$ cat config.mk
export PLATFORM = sky130hd
export DESIGN_NAME = fl4_merge
export DESIGN_NICKNAME = d
export VERILOG_FILES = /design/src/fl4_pkg.sv /design/src/fl4_merge.sv
export SDC_FILE = /design/constraint.sdc
export NUM_CORES = 2
export LEC_CHECK = 0
export BUFFER_PORTS_ARGS = -buffer_cell sky130_fd_sc_hd__buf_2
export CAP_MARGIN = 25
export CORE_ASPECT_RATIO = 1.5
export CORE_MARGIN = 2
export CORE_UTILIZATION = 45
export CTS_BUF_LIST = sky130_fd_sc_hd__clkbuf_4 sky130_fd_sc_hd__clkbuf_8
export CTS_CLUSTER_DIAMETER = 60
export DETAILED_ROUTE_END_ITERATION = 12
export HOLD_SLACK_MARGIN = 0.12
export PLACE_DENSITY = 0.66
export SETUP_SLACK_MARGIN = 0.2
export SYNTH_ARGS = -nofsm -noshare
export SYNTH_HDL_FRONTEND = slang
export SYNTH_SLANG_ARGS = --single-unit
$ cat constraint.sdc
create_clock -name clk_i -period 21.5 [get_ports clk_i]
set_input_delay 3.225 -clock clk_i [delete_from_list [all_inputs] [get_ports clk_i]]
set_output_delay 3.225 -clock clk_i [all_outputs]
set_load 0.03 [all_outputs]
$ cat src/fl4_pkg.sv
// Shared types and constants for the two-lane fourth-order Fletcher checksum.
// No dependencies; imported by every module of the block.
package fl4_pkg;

  localparam int unsigned SUM_W  = 64;
  localparam int unsigned WORD_W = 32;
  localparam int unsigned LANES  = 2;
  localparam int unsigned ORDERS = 4;

  typedef logic [SUM_W-1:0] sum_t;

  // Control that travels down the chain beside each item.
  typedef struct packed {
    logic valid;
    logic last;
  } fl4_stage_t;

endpackage

$ cat src/fl4_merge.sv
// Merge of the two lanes into checksum words A to D, built up stage by stage
// alongside the cell chain. Depends on fl4_pkg.
module fl4_merge
  import fl4_pkg::*;
(
  input  logic                               clk_i,
  input  logic                               adv_i,
  input  fl4_stage_t [ORDERS-1:0]            st_i,
  input  sum_t [LANES-1:0][ORDERS-1:0]       sums_i,
  output sum_t                               sum_a_o,
  output sum_t                               sum_b_o,
  output sum_t                               sum_c_o,
  output sum_t                               sum_d_o
);

  sum_t a1_q, nb1_q;
  sum_t a2_q, b2_q, cp2_q, dp2_q;
  sum_t a3_q, b3_q, c3_q, dp3_q;

  // Stage index k holds order k+1 of the item; each merge step takes one order.
  always_ff @(posedge clk_i) begin
    if (adv_i && st_i[0].valid) begin
      a1_q  <= sums_i[0][0] + sums_i[1][0];
      nb1_q <= '0 - sums_i[1][0];
    end
    if (adv_i && st_i[1].valid) begin
      a2_q  <= a1_q;
      b2_q  <= {sums_i[0][1][SUM_W-2:0], 1'b0} + {sums_i[1][1][SUM_W-2:0], 1'b0} + nb1_q;
      cp2_q <= '0 - sums_i[0][1] - sums_i[1][1] - {sums_i[1][1][SUM_W-2:0], 1'b0};
      dp2_q <= sums_i[1][1];
    end
    if (adv_i && st_i[2].valid) begin
      a3_q  <= a2_q;
      b3_q  <= b2_q;
      c3_q  <= {sums_i[0][2][SUM_W-3:0], 2'b0} + {sums_i[1][2][SUM_W-3:0], 2'b0} + cp2_q;
      dp3_q <= dp2_q - {sums_i[0][2][SUM_W-3:0], 2'b0} - {sums_i[1][2][SUM_W-4:0], 3'b0};
    end
  end

  assign sum_a_o = a3_q;
  assign sum_b_o = b3_q;
  assign sum_c_o = c3_q;
  assign sum_d_o = {sums_i[0][3][SUM_W-4:0], 3'b0} + {sums_i[1][3][SUM_W-4:0], 3'b0} + dp3_q;

endmodule
# Word level (Yosys, flattened, before mapping)
# Index checks and enable logic that the tools add are counted.
# word_totals
register_bits,640
input_bits,522
output_inout_bits,256
# op_classes
n_reduce_logical,3
add_sub_neg,13
# ops
op,n
$add A64 B64 Y64,7
$sub A64 B64 Y64,4
$sub A1 B64 Y64 const A,2
$logic_and A1 B1 Y1,3

# Depth between registers and ports, before layout
# logic_depth
depth_word,3
mapped_depth,17

# Least setup slack after synthesis
# OpenSTA, ideal clock, no wires.
# synth_path
path_type,input -> output
from,in sums_i[193] in the netlist's numbering
to,out sum_d_o[62]
arrival_ns,6.864
setup_slack_ns,11.411
cell_stages,15
cell_sequence,fa_1 > ha_1 > inv_1 > fa_1 > nor2b_1 > o2111ai_1 > a31oi_1 > nor2_1 > nor4_1 > o21a_1 > a41o_1 > a21oi_1 > o21ai_0 > a31oi_1 > o211ai_1
# synth_via
elab_chain_cells,2
# synth_lines
item,line_no,source
start: declaration,fl4_merge.sv:9,"input sum_t [LANES-1:0][ORDERS-1:0] sums_i,"
$add A64 B64 Y64 (2 in series),fl4_merge.sv:43,"assign sum_d_o = {sums_i[0][3][SUM_W-4:0], 3'b0} + {sums_i[1][3][SUM_W-4:0], 3'b0} + dp3_q;"
end: declaration,fl4_merge.sv:13,output sum_t sum_d_o
# No other way between the ends.

# Worst setup path in the final report
# Same ends and word-level chain as after synthesis.

==> impl_metrics.yaml <==
worst_setup_path:
  cp-end-kind: "primary output"
  path_max_fanout: 4
  worst_setup_path_start_kind: "primary input"
  cp.arrival_ns: 8.16
  path_class: "in2out"
  worstPathRequired_ns: 18.27
cts:
  post_cts_resize_count: 0
  cts_root_buf: "clkbuf_8"
  clockBufferDepth: 3
  clock_latency_ns: 0.78
  ctsHtreeMaxLevel: 3
  clkTransAtPathRegs_ns: 0.06
  cts_buffers: 100
  cts_sinks: 640
  cts_hold_buffers: 0
  post_cts_buffers: 0
  cts_tree: "yes"
power_and_ir_drop:
  power.share.clock: 0.201
  p_per_area_mw_per_mm2: 100
  intPower_mw: 3.27
  power.total_mw: 5.64
  pwr-share-seq: 0.304
  vdd_drop_max_mv: 0.0727
  p_leak_nw: 24.0
  swShare: 0.420
  pwr-share-comb: 0.494
  p_sw_mw: 2.37
placed_design:
  place_area_mm2: 0.0539
  gp_congestion: 0.946
  dp_cells: 6497
  dp_hpwl_um: 125000
  io_buffers: 762
outcome:
  status: "completed"
global_route:
  grt_start_max_net_pins: 73
  busiest_layer: "met2"
  gr-usage-met2: 0.448
  track_usage: 0.269
  met3_usage: 0.0432
  grt_overflow: 0
  gr-usage-met1: 0.342
  antenna_found_initial: 57
  grt_pass1_wl_um: 224000
  grt_pass1_vias: 38100
sta:
  hold_violations: 0
  setup_viol: 0
  maxSlewHeadroom: 0.304
  whs_ns: 0.401
  setup_tns_ns: 0
  rsz0062_at_grt: "false"
  drv_slew: 0
  tightest_slew_ns: 1.03
  clock.fmax_mhz: 87.8
  fin_skew_ns: 0.0506
  fin_crit_ns: 11.38
  finalCritPeriodShare: 0.529
synth:
  yosysMostFrequentCell: "edfxtp_1"
  synth_nets: 5708
  yosys_warnings: 0
  syn_area_mm2: 0.0487
  synth_edf_count: 640
  synth_cells: 4441
  synth_top_cell_by_area: "edfxtp_1"
  synth_seq_area_share: 0.394
  ys.flop_type: "edfxtp_1"
  synthArstFlopShare: 0
  yosysTopAreaCellShare: 0.394
  ys_ff_latch: 640
  synth_commonest_cells: "640 x edfxtp_1, 435 x ha_1, 408 x a21oi_1"
  ys_top_cells_by_area: "edfxtp_1 39%, fa_1 13%, ha_1 11%"
  syn_avg_cell_area_um2: 11.0
  synth.distinct_cells: 71
finish:
  drive_gt1_frac: 0.183
  nets: 6451
  fillers: 9804
  seq_area_mm2: 0.0192
  area_growth_pct: 15.2
  fin_area_mm2: 0.0561
  stdcell_count: 6716
  multi_input_area_mm2: 0.0276
floorplan:
  fp.dieH_um: 407
  ioPinCount: 778
  rows: 147
  dieArea_mm2: 0.111
  core_area_mm2: 0.107
  die_x_um: 273
  start_util: 0.454
worst_hold_path:
  worstHoldPathType: "reg2reg"
drt:
  drt_iter0_drc: 2470
  drt-vias-per-instance: 5.54
  dr.pass1.iters: 5
  route.detailed.drc: 0
  vias: 37200
  ant_nets: 0
  drt_wl_total_um: 150000
  wl_per_cell_um: 22.4
job:
  drv_cap: 0
-- worst max-delay path, stage by stage --
cell and delay [ns]:
buf_2 0.11, fa_1 0.53, ha_1 0.24, inv_1 0.09
fa_1 0.46, nor2b_1 0.19, o2111ai_1 0.15, a31oi_1 0.30
nor2_1 0.10, nor4_1 0.68, o21a_1 0.36, a41o_1 0.32
a21oi_1 0.16, o21ai_0 0.58, a31oi_1 0.23, o211ai_1 0.21
buf_2 0.23
-- final cells by class --
| class | instances | area share |
|---|---|---|
| Antenna cell | 35 | 0.00156 |
| Clock buffer | 111 | 0.0260 |
| Clock inverter | 73 | 0.0124 |
| Inverter | 367 | 0.0245 |
| Multi-Input combinational cell | 3296 | 0.491 |
| Sequential cell | 640 | 0.342 |
| Tap cell | 1415 | 0.0315 |
| Timing Repair Buffer | 779 | 0.0702 |
-- cells by family (layout without fill, tap and decap cells) --
logic type      after synthesis  in the layout  synth area share
compound gates             1220           1220             0.158
xor+xnor                    422            422            0.0759
fa+ha+maj                   745            745             0.239
buf+inv                     505           1330            0.0393
flops                       640            640             0.394
other cells                   0             35                 0
simple gates                909            909            0.0928
-- cells in the final DEF, fill, tap and decap left out, types with 77 or more instances in the layout --
| master | n |
|---|---|
| nor3_1 | 77 |
| a21o_1 | 215 |
| fa_1 | 310 |
| buf_2 | 762 |
| xor2_1 | 146 |
| nand2_1 | 255 |
| o21ai_0 | 218 |
| nor2_1 | 175 |
| clkbuf_8 | 100 |
| nand3_1 | 79 |
| o21bai_1 | 78 |
| xnor2_1 | 276 |
| nand4_1 | 90 |
| inv_1 | 367 |
| a21oi_1 | 408 |
| ha_1 | 435 |
| edfxtp_1 | 640 |
-- per-layer routing --
metal / wire [um] / vias up
li1: - / 17700
met1: 62400 / 18000
met2: 72300 / 1245
met3: 9050 / 296
met4: 6490 / 12
met5: 76 / -
-- per-stage QoR --
stage | utilization | setup WS [ns]
2_1_floorplan | - | 11.41
3_3_place_gp | 0.503 | 10.00
3_5_place_dp | 0.503 | 10.00
4_1_cts | 0.523 | 9.99
5_1_grt | 0.523 | 9.82
6_report | 0.524 | 10.12
-- registers in the layout (all words and copies together), names as in the netlist --
| register | flops |
|---|---|
| dp3_q | 64 |
| sum_b_o | 64 |
| a2_q | 64 |
| sum_a_o | 64 |
| b2_q | 64 |
| dp2_q | 64 |
| nb1_q | 64 |
| a1_q | 64 |
| cp2_q | 64 |
| sum_c_o | 64 |
-- power groups by stage --
stage | sequential (mW) | clock, mW | combinational, mW
finish | 1.72 | 1.13 | 2.79
global route | 1.73 | 1.21 | 3.05
CTS | 1.72 | 1.17 | 2.78
detailed placement | 1.74 | 0 | 2.76
global placement | 1.74 | 0 | 2.75
floorplan | 1.82 | 0 | 1.87
-- worst paths after layout --
path                    start          end  slack (ns)  cells past startpoint
hold reg to reg      a2_q[25]  sum_a_o[25]        0.40                      0
setup / recovery  sums_i[193]  sum_d_o[62]       10.12                     17
setup reg to reg     nb1_q[2]     b2_q[60]       15.48                     15
hold / removal       a2_q[25]  sum_a_o[25]        0.40                      0
(Power assumes the default switching activity.)
