--- src/fl4_pkg.sv ---
// Shared types and constants for the two-lane fourth-order Fletcher checksum.
// No dependencies; imported by every module of the block.
package fl4_pkg;

  localparam int unsigned SUM_W  = 64;
  localparam int unsigned WORD_W = 32;
  localparam int unsigned LANES  = 2;
  localparam int unsigned ORDERS = 4;

  typedef logic [SUM_W-1:0] sum_t;

  // Control that travels down the chain beside each item.
  typedef struct packed {
    logic valid;
    logic last;
  } fl4_stage_t;

endpackage

--- src/fl4_cell.sv ---
// One accumulator cell of the chain: adds the value on add_i, from its neighbor or the input word.
// Depends on fl4_pkg.
module fl4_cell
  import fl4_pkg::*;
(
  input  logic clk_i,
  input  logic rst_ni,
  input  logic en_i,
  input  logic clr_i,
  input  sum_t add_i,
  output sum_t sum_o
);

  logic zero_q;
  sum_t acc_q, acc_d;

  // A cleared cell starts from zero; the cleared state is a flag so the sum needs no reset.
  assign acc_d = (zero_q ? '0 : acc_q) + add_i;

  always_ff @(posedge clk_i or negedge rst_ni) begin
    if (!rst_ni) begin
      zero_q <= 1'b1;
    end else if (en_i) begin
      zero_q <= clr_i;
    end
  end

  always_ff @(posedge clk_i) begin
    if (en_i) begin
      acc_q <= acc_d;
    end
  end

  assign sum_o = acc_q;

endmodule

--- src/fl4_lane.sv ---
// One lane: a row of four cells holding the first- to fourth-order sums.
// Depends on fl4_pkg and fl4_cell.
module fl4_lane
  import fl4_pkg::*;
(
  input  logic                    clk_i,
  input  logic                    rst_ni,
  input  logic                    adv_i,
  input  fl4_stage_t [ORDERS-1:0] ctrl_i,
  input  logic [WORD_W-1:0]       word_i,
  output sum_t [ORDERS-1:0]       sums_o
);

  sum_t [ORDERS-1:0] feed;

  assign feed[0] = {{(SUM_W-WORD_W){1'b0}}, word_i};

  for (genvar k = 0; k < ORDERS; k++) begin : g_cell
    if (k > 0) begin : g_feed
      assign feed[k] = sums_o[k-1];
    end
    fl4_cell u_cell (
      .clk_i  (clk_i),
      .rst_ni (rst_ni),
      .en_i   (adv_i && ctrl_i[k].valid),
      .clr_i  (ctrl_i[k].last),
      .add_i  (feed[k]),
      .sum_o  (sums_o[k])
    );
  end

endmodule

--- config.mk ---
export PLATFORM = sky130hd
export DESIGN_NAME = fl4_lane
export DESIGN_NICKNAME = d
export VERILOG_FILES = /design/src/fl4_pkg.sv /design/src/fl4_cell.sv /design/src/fl4_lane.sv
export SDC_FILE = /design/constraint.sdc
export NUM_CORES = 1
export LEC_CHECK = 0
export BUFFER_PORTS_ARGS = -buffer_cell sky130_fd_sc_hd__buf_2
export CAP_MARGIN = 10
export CORE_MARGIN = 5
export CORE_UTILIZATION = 50
export CTS_BUF_LIST = sky130_fd_sc_hd__clkbuf_16
export CTS_CLUSTER_SIZE = 24
export DETAILED_ROUTE_END_ITERATION = 10
export PLACE_DENSITY = 0.7
export SETUP_SLACK_MARGIN = 0.15
export SLEW_MARGIN = 10
export SYNTH_ARGS = -nofsm -noshare
export SYNTH_HDL_FRONTEND = slang
export SYNTH_HIERARCHICAL = 1
export SYNTH_SLANG_ARGS = --single-unit
export TNS_END_PERCENT = 1
--- constraint.sdc ---
create_clock -name clk_i -period 4.5 [get_ports clk_i]
set_clock_uncertainty 0.05 [all_clocks]
set_input_delay 0.225 -clock clk_i [delete_from_list [all_inputs] [get_ports clk_i]]
set_output_delay 0.225 -clock clk_i [all_outputs]
set_load 0.02 [all_outputs]
# [Yosys cells after proc, flatten, opt, wreduce, memory -nomap -nowiden]
# Cells that the tools add are included.
[totals] inputBits=43 wordCells=20 regBits=260
[classes] mux=4 add_sub_neg=4 n_reduce_logical=4
[op_table] operator="$mux 64" count=4
[op_table] operator="$add 64x64->64" count=3
[op_table] operator="$add 64x32->64" count=1
[op_table] operator="$logic_and 1x1->1" count=4

# [Logic depth before layout (Yosys ltp)]
[logic_depth] depth_word=2 ltp_mapped=15

# [By module]
# Netlist, hierarchy kept.
[modules_own_cells] mod="fl4_cell (g_cell[3].u_cell)" area_each_um2=6411.1 seq_area_each_um2=1948.1 n_inst=1 cells_per_inst=712
[modules_own_cells] mod="fl4_cell (g_cell[2].u_cell)" area_each_um2=6272.3 seq_area_each_um2=1948.1 n_inst=1 cells_per_inst=710
[modules_own_cells] mod="fl4_cell (g_cell[0].u_cell)" area_each_um2=6238.5 seq_area_each_um2=1948.1 n_inst=1 cells_per_inst=693
[modules_own_cells] mod="fl4_cell (g_cell[1].u_cell)" area_each_um2=6202.2 seq_area_each_um2=1948.1 n_inst=1 cells_per_inst=716
[modules_own_cells] mod="fl4_lane" area_each_um2=28.8 seq_area_each_um2=0.0 n_inst=1 cells_per_inst=5

# [Least setup slack after synthesis]
# OpenSTA, ideal clock, no wires.
[synth_timing] path_type="register -> register" from="register g_cell[0].u_cell.zero_q" to="register g_cell[0].u_cell.acc_q[40] (data pin)" required_ps=4184 slack_ps=624 path_stages_with_launch=15 n_path_buf=2 arrival_ps=3560 cell_sequence="dfstp_2 > clkbuf_1 > clkbuf_1 > nor2b_1 > ha_1 > fa_1 > a21o_2 > a221oi_1 > and3_1 > nor3b_1 > nor3_1 > o21ai_0 > a21boi_0 > o21ai_0 > xor2_1"
[synth_via] elab_chain_cells=2
[synth_lines] item="start: declaration" line_no="fl4_cell.sv:14" rtl="logic zero_q;"
[synth_lines] item="start signal: assignment" line_no="fl4_cell.sv:24" rtl="zero_q <= clr_i;"
[synth_lines] item="$mux 64" line_no="fl4_cell.sv:18" rtl="assign acc_d = (zero_q ? '0 : acc_q) + add_i;"
[synth_lines] item="$add 64x32->64" line_no="fl4_cell.sv:18"
[synth_lines] item="named net g_cell[0].u_cell.acc_d[40]" line_no="fl4_cell.sv:15" rtl="sum_t acc_q, acc_d;"
[synth_lines] item="end signal: assignment" line_no="fl4_cell.sv:30" rtl="acc_q <= acc_d;"
[synth_lines] item="end: declaration" line_no="fl4_cell.sv:15"
# The timed path passes the listed nets, and every way through them passes these cells.
# A chain may end at the register's enable or synchronous reset.

# [Worst setup path in the final report]
[layout_timing] from="register g_cell[3].u_cell.zero_q" to="register g_cell[3].u_cell.acc_q[59] (data pin)"
[layout_via] elab_chain_cells=2
[layout_lines] item="start: declaration" line_no="fl4_cell.sv:14"
[layout_lines] item="start signal: assignment" line_no="fl4_cell.sv:24"
[layout_lines] item="$mux 64" line_no="fl4_cell.sv:18"
[layout_lines] item="$add 64x64->64" line_no="fl4_cell.sv:18"
[layout_lines] item="named net g_cell[3].u_cell.acc_d[59]" line_no="fl4_cell.sv:15"
[layout_lines] item="end signal: assignment" line_no="fl4_cell.sv:30"
[layout_lines] item="end: declaration" line_no="fl4_cell.sv:15"
# The timed path passes the listed nets, and every way through them passes these cells.

==> impl_metrics.json <==
{
  "seqCellArea_mm2": 0.00779,
  "h-tree-depth": 2,
  "grt_antenna_before_repair": 0,
  "critPathKind": "reg2reg",
  "cpLargestDelayFamily": "compound AO/OA/AOI/OAI gates",
  "maxSlewViolCount": 0,
  "hp-class": "in2reg",
  "synth_edf_count": 256,
  "synth_area_per_cell_um2": 8.87,
  "cap_violations": 0,
  "synth_top_area_share": 0.306,
  "antennaDiodeCount": 0,
  "postSynthCellCount": 2836,
  "grt_pass1_vias": 21655,
  "cts_tree": "done",
  "layout-drive-gt1-share": 0.150,
  "synthTopCellsByArea": "edfxtp_1 (31%), ha_1 (13%), nor2b_1 (7.0%)",
  "num_vias": 22805,
  "p_per_area_mw_per_mm2": 527,
  "grt_max_degree": 57,
  "max_stage_delay_ns": 0.75,
  "drc": 0,
  "portBuffers": 298,
  "rsz0062_at_grt": "true",
  "die_w_um": 234,
  "synth.largest_area_cell": "edfxtp_1",
  "ios": 299,
  "cp-end-kind": "flop",
  "yosysWarnings": 6,
  "core.rowCount": 82,
  "core_area_mm2": 0.0500,
  "cts_root_buffer": "clkbuf_16",
  "timing.critical_path.to": "g_cell[3].u_cell/sum_o[59]",
  "wl_per_cell_um": 20.6,
  "cp_max_fo": 35,
  "layout.nets": 3412,
  "ys.flop_type": "edfxtp_1",
  "setup_viol": 0,
  "syn_to_final_growth_pct": 13.6,
  "multiInputGateArea_mm2": 0.0167,
  "tns_ns": 0,
  "cts_setup_buffers": 0,
  "finalCritPeriodShare": 0.920,
  "p_leak_nw": 12.1,
  "seq_area_frac_synth": 0.310,
  "initial_utilization": 0.503,
  "path_buf_inv": 1,
  "dp_hpwl_um": 63200,
  "ys_ff_latch": 260,
  "worstPathArrival_ns": 4.36,
  "first_iter_violations": 2184,
  "dr.pass1.iters": 6,
  "clock_latency_ns": 0.56,
  "worst_slew_pin_slew_ns": 0.875,
  "dieArea_mm2": 0.0549,
  "worstSetupPathDepth": 12,
  "required_ns": 4.72,
  "nFillCells": 4533,
  "slew_headroom": 0.416,
  "report.final.hold_viol_count": 0,
  "wl_um": 78400,
  "ir_drop_uv": 234,
  "grt_usage": 0.272,
  "clk_transition_reported_paths_ns": 0.06,
  "power.total_mw": 15.0,
  "syn_area_mm2": 0.0252,
  "synth_cell_types": 113,
  "ant_nets": 0,
  "reg2regPathDepth": 12,
  "fmax_ghz": 0.242,
  "finalWeightedCongestion": 0.989,
  "status": "finished clean",
  "dpl.cell_count": 3740,
  "cp_slowest_cell": "dfstp_2",
  "ff2ff_setup_slack_ns": 0.36,
  "fin_cells": 3811,
  "critPathLaunchType": "flop",
  "min_period_ns": 4.14,
  "cts.sinks": 260,
  "vias_per_cell": 5.98,
  "cts_buffers": 36,
  "whs_ns": 0.153,
  "hp-start": "word_i[4]",
  "cp_cell_sequence": "buf_4 -> nor2b_1 -> ha_1 -> a21oi_1 -> o21ai_0 -> a21oi_1 -> o21ai_0 -> a221oi_1 -> o21ai_0 -> a22oi_2 -> nor4b_1 -> a211oi_2",
  "r2r_end": "g_cell[3].u_cell/sum_o[59]",
  "grt-ovfl-total": 0,
  "worst_path_most_repeated_cell": "o21ai_0",
  "synth_async_sr_flop_share": 0.0154,
  "r2r_start": "g_cell[3].u_cell/zero_q",
  "final_core_utilization": 0.572,
  "crit_start": "g_cell[3].u_cell/zero_q",
  "clock_path_buffers": 3,
  "grt_pass1_wl_um": 119000,
  "fp.dieH_um": 234
}
## worst reg2reg max path: cells and delay by family (launching register included)
kind | cells | cell delay, ns
compound gates | 8 | 1.76
simple gates | 2 | 0.48
buf+inv | 1 | 0.43
flops | 1 | 0.75
fa+ha+maj | 1 | 0.39
## cell usage after synthesis (all sizes together), types with 6 or more instances
master and instances:
o311ai 10, o21a 31, a31oi 31, inv 81, nand3 54, a221o 6, xnor2 152, or3 14
o221ai 6, a21o 123, o2111ai 6, nand4 66, o21bai 59, a211oi 25, o41ai 6, nor4b 6
clkbuf 95, a221oi 7, o21ai 158, nor2b 282, a21oi 328, nand2b 17, buf 18, nor3b 6
and2 29, edfxtp 256, o31ai 16, and4 7, nor4 9, and3 26, a311oi 11, nand2 227
nor3 39, ha 252, or2 8, a2111oi 10, a21boi 12, nor2 180, o211ai 21, xor2 83
## stage by stage
step | cell area [um2] | setup slack, ns
detailed placement | 27300 | 0.359
global placement | 27300 | 0.437
global route | 28600 | 0.132
CTS | 28600 | 0.328
finish | 28600 | 0.361
floorplan | 25300 | 0.624
## worst min path at each step
stage | slack (ns) | depth (start not counted) | endpoint
after floorplan | 0.03 | 0 | g_cell[0].u_cell/zero_q
after global placement | 0.29 | 1 | g_cell[3].u_cell/zero_q
after detailed placement | 0.28 | 1 | g_cell[2].u_cell/zero_q
after CTS | 0.11 | 3 | g_cell[0].u_cell/sum_o[3]
after global routing | 0.14 | 3 | g_cell[0].u_cell/sum_o[2]
final | 0.15 | 3 | g_cell[0].u_cell/sum_o[4]
## routing by layer
metal	GRT usage	vias up	share of wire	routed length, um
met4	0.0912	0	0.037	2890
li1	-	11041	-	-
met3	0.0257	149	0.060	4690
met5	0	-	0	0
met2	0.431	864	0.44	34800
met1	0.394	10751	0.46	36000
## kinds of logic (layout without fill, tap and decap cells)
logic type	count (synthesis)	in the layout	synth area share
AO/OA/AOI/OAI	906	906	0.242
XOR/XNOR	235	235	0.0818
adder cells (fa/ha/maj)	256	256	0.129
buffers and inverters	194	466	0.0315
flip-flops	260	260	0.310
multiplexers	5	5	0.00219
other	1	32	0.000149
AND/OR/NAND/NOR	979	979	0.204
## sequential cells by signal, summed over array words and instances (netlist names)
register and count:
g_cell.u_cell/sum_o 256, g_cell.u_cell/zero_q 4
## cell usage in the layout (no fill, tap or decap), types with 13 or more instances in the layout
cell type and n:
or3_1 13, xnor2_1 152, nand3_1 54, nor2_1 178, nand2_1 224, o21bai_1 58, a31oi_1 28, nand2b_1 17
buf_2 298, and3_1 24, inv_1 86, a211oi_1 17, a21o_1 119, xor2_1 83, o21ai_0 133, conb_1 32
clkbuf_16 37, o211ai_1 18, nor3_1 38, ha_1 252, edfxtp_1 256, nand4_1 63, nor2b_1 282, buf_4 13
and2_1 21, o21a_1 29, a21oi_1 320, o21ai_1 22
## repair_timing
| action | in CTS | in global routing |
|---|---|---|
| gates resized for setup | 0 | 1 |
| endpoints found under the hold margin | 10 | 0 |
| setup endpoints to repair | 0 | 4 |
| hold buffers | 7 | 0 |
## where the power goes
part / total [mW] / internal (mW) / switching [mW]
combinational: 8.02 / 3.07 / 4.94
sequential: 4.05 / 3.54 / 0.504
clock: 2.98 / 1.84 / 1.14
total: 15.0 / 8.46 / 6.58
## area by class of cell
cell class,count,share of cell area
tap,672,0.0294
inverter,81,0.0106
timing repair buffer,321,0.0599
clock buffer,37,0.0324
multi-input combinational,2413,0.584
clock inverter,27,0.0105
sequential,260,0.273
Power figures use the tool's default switching activity.
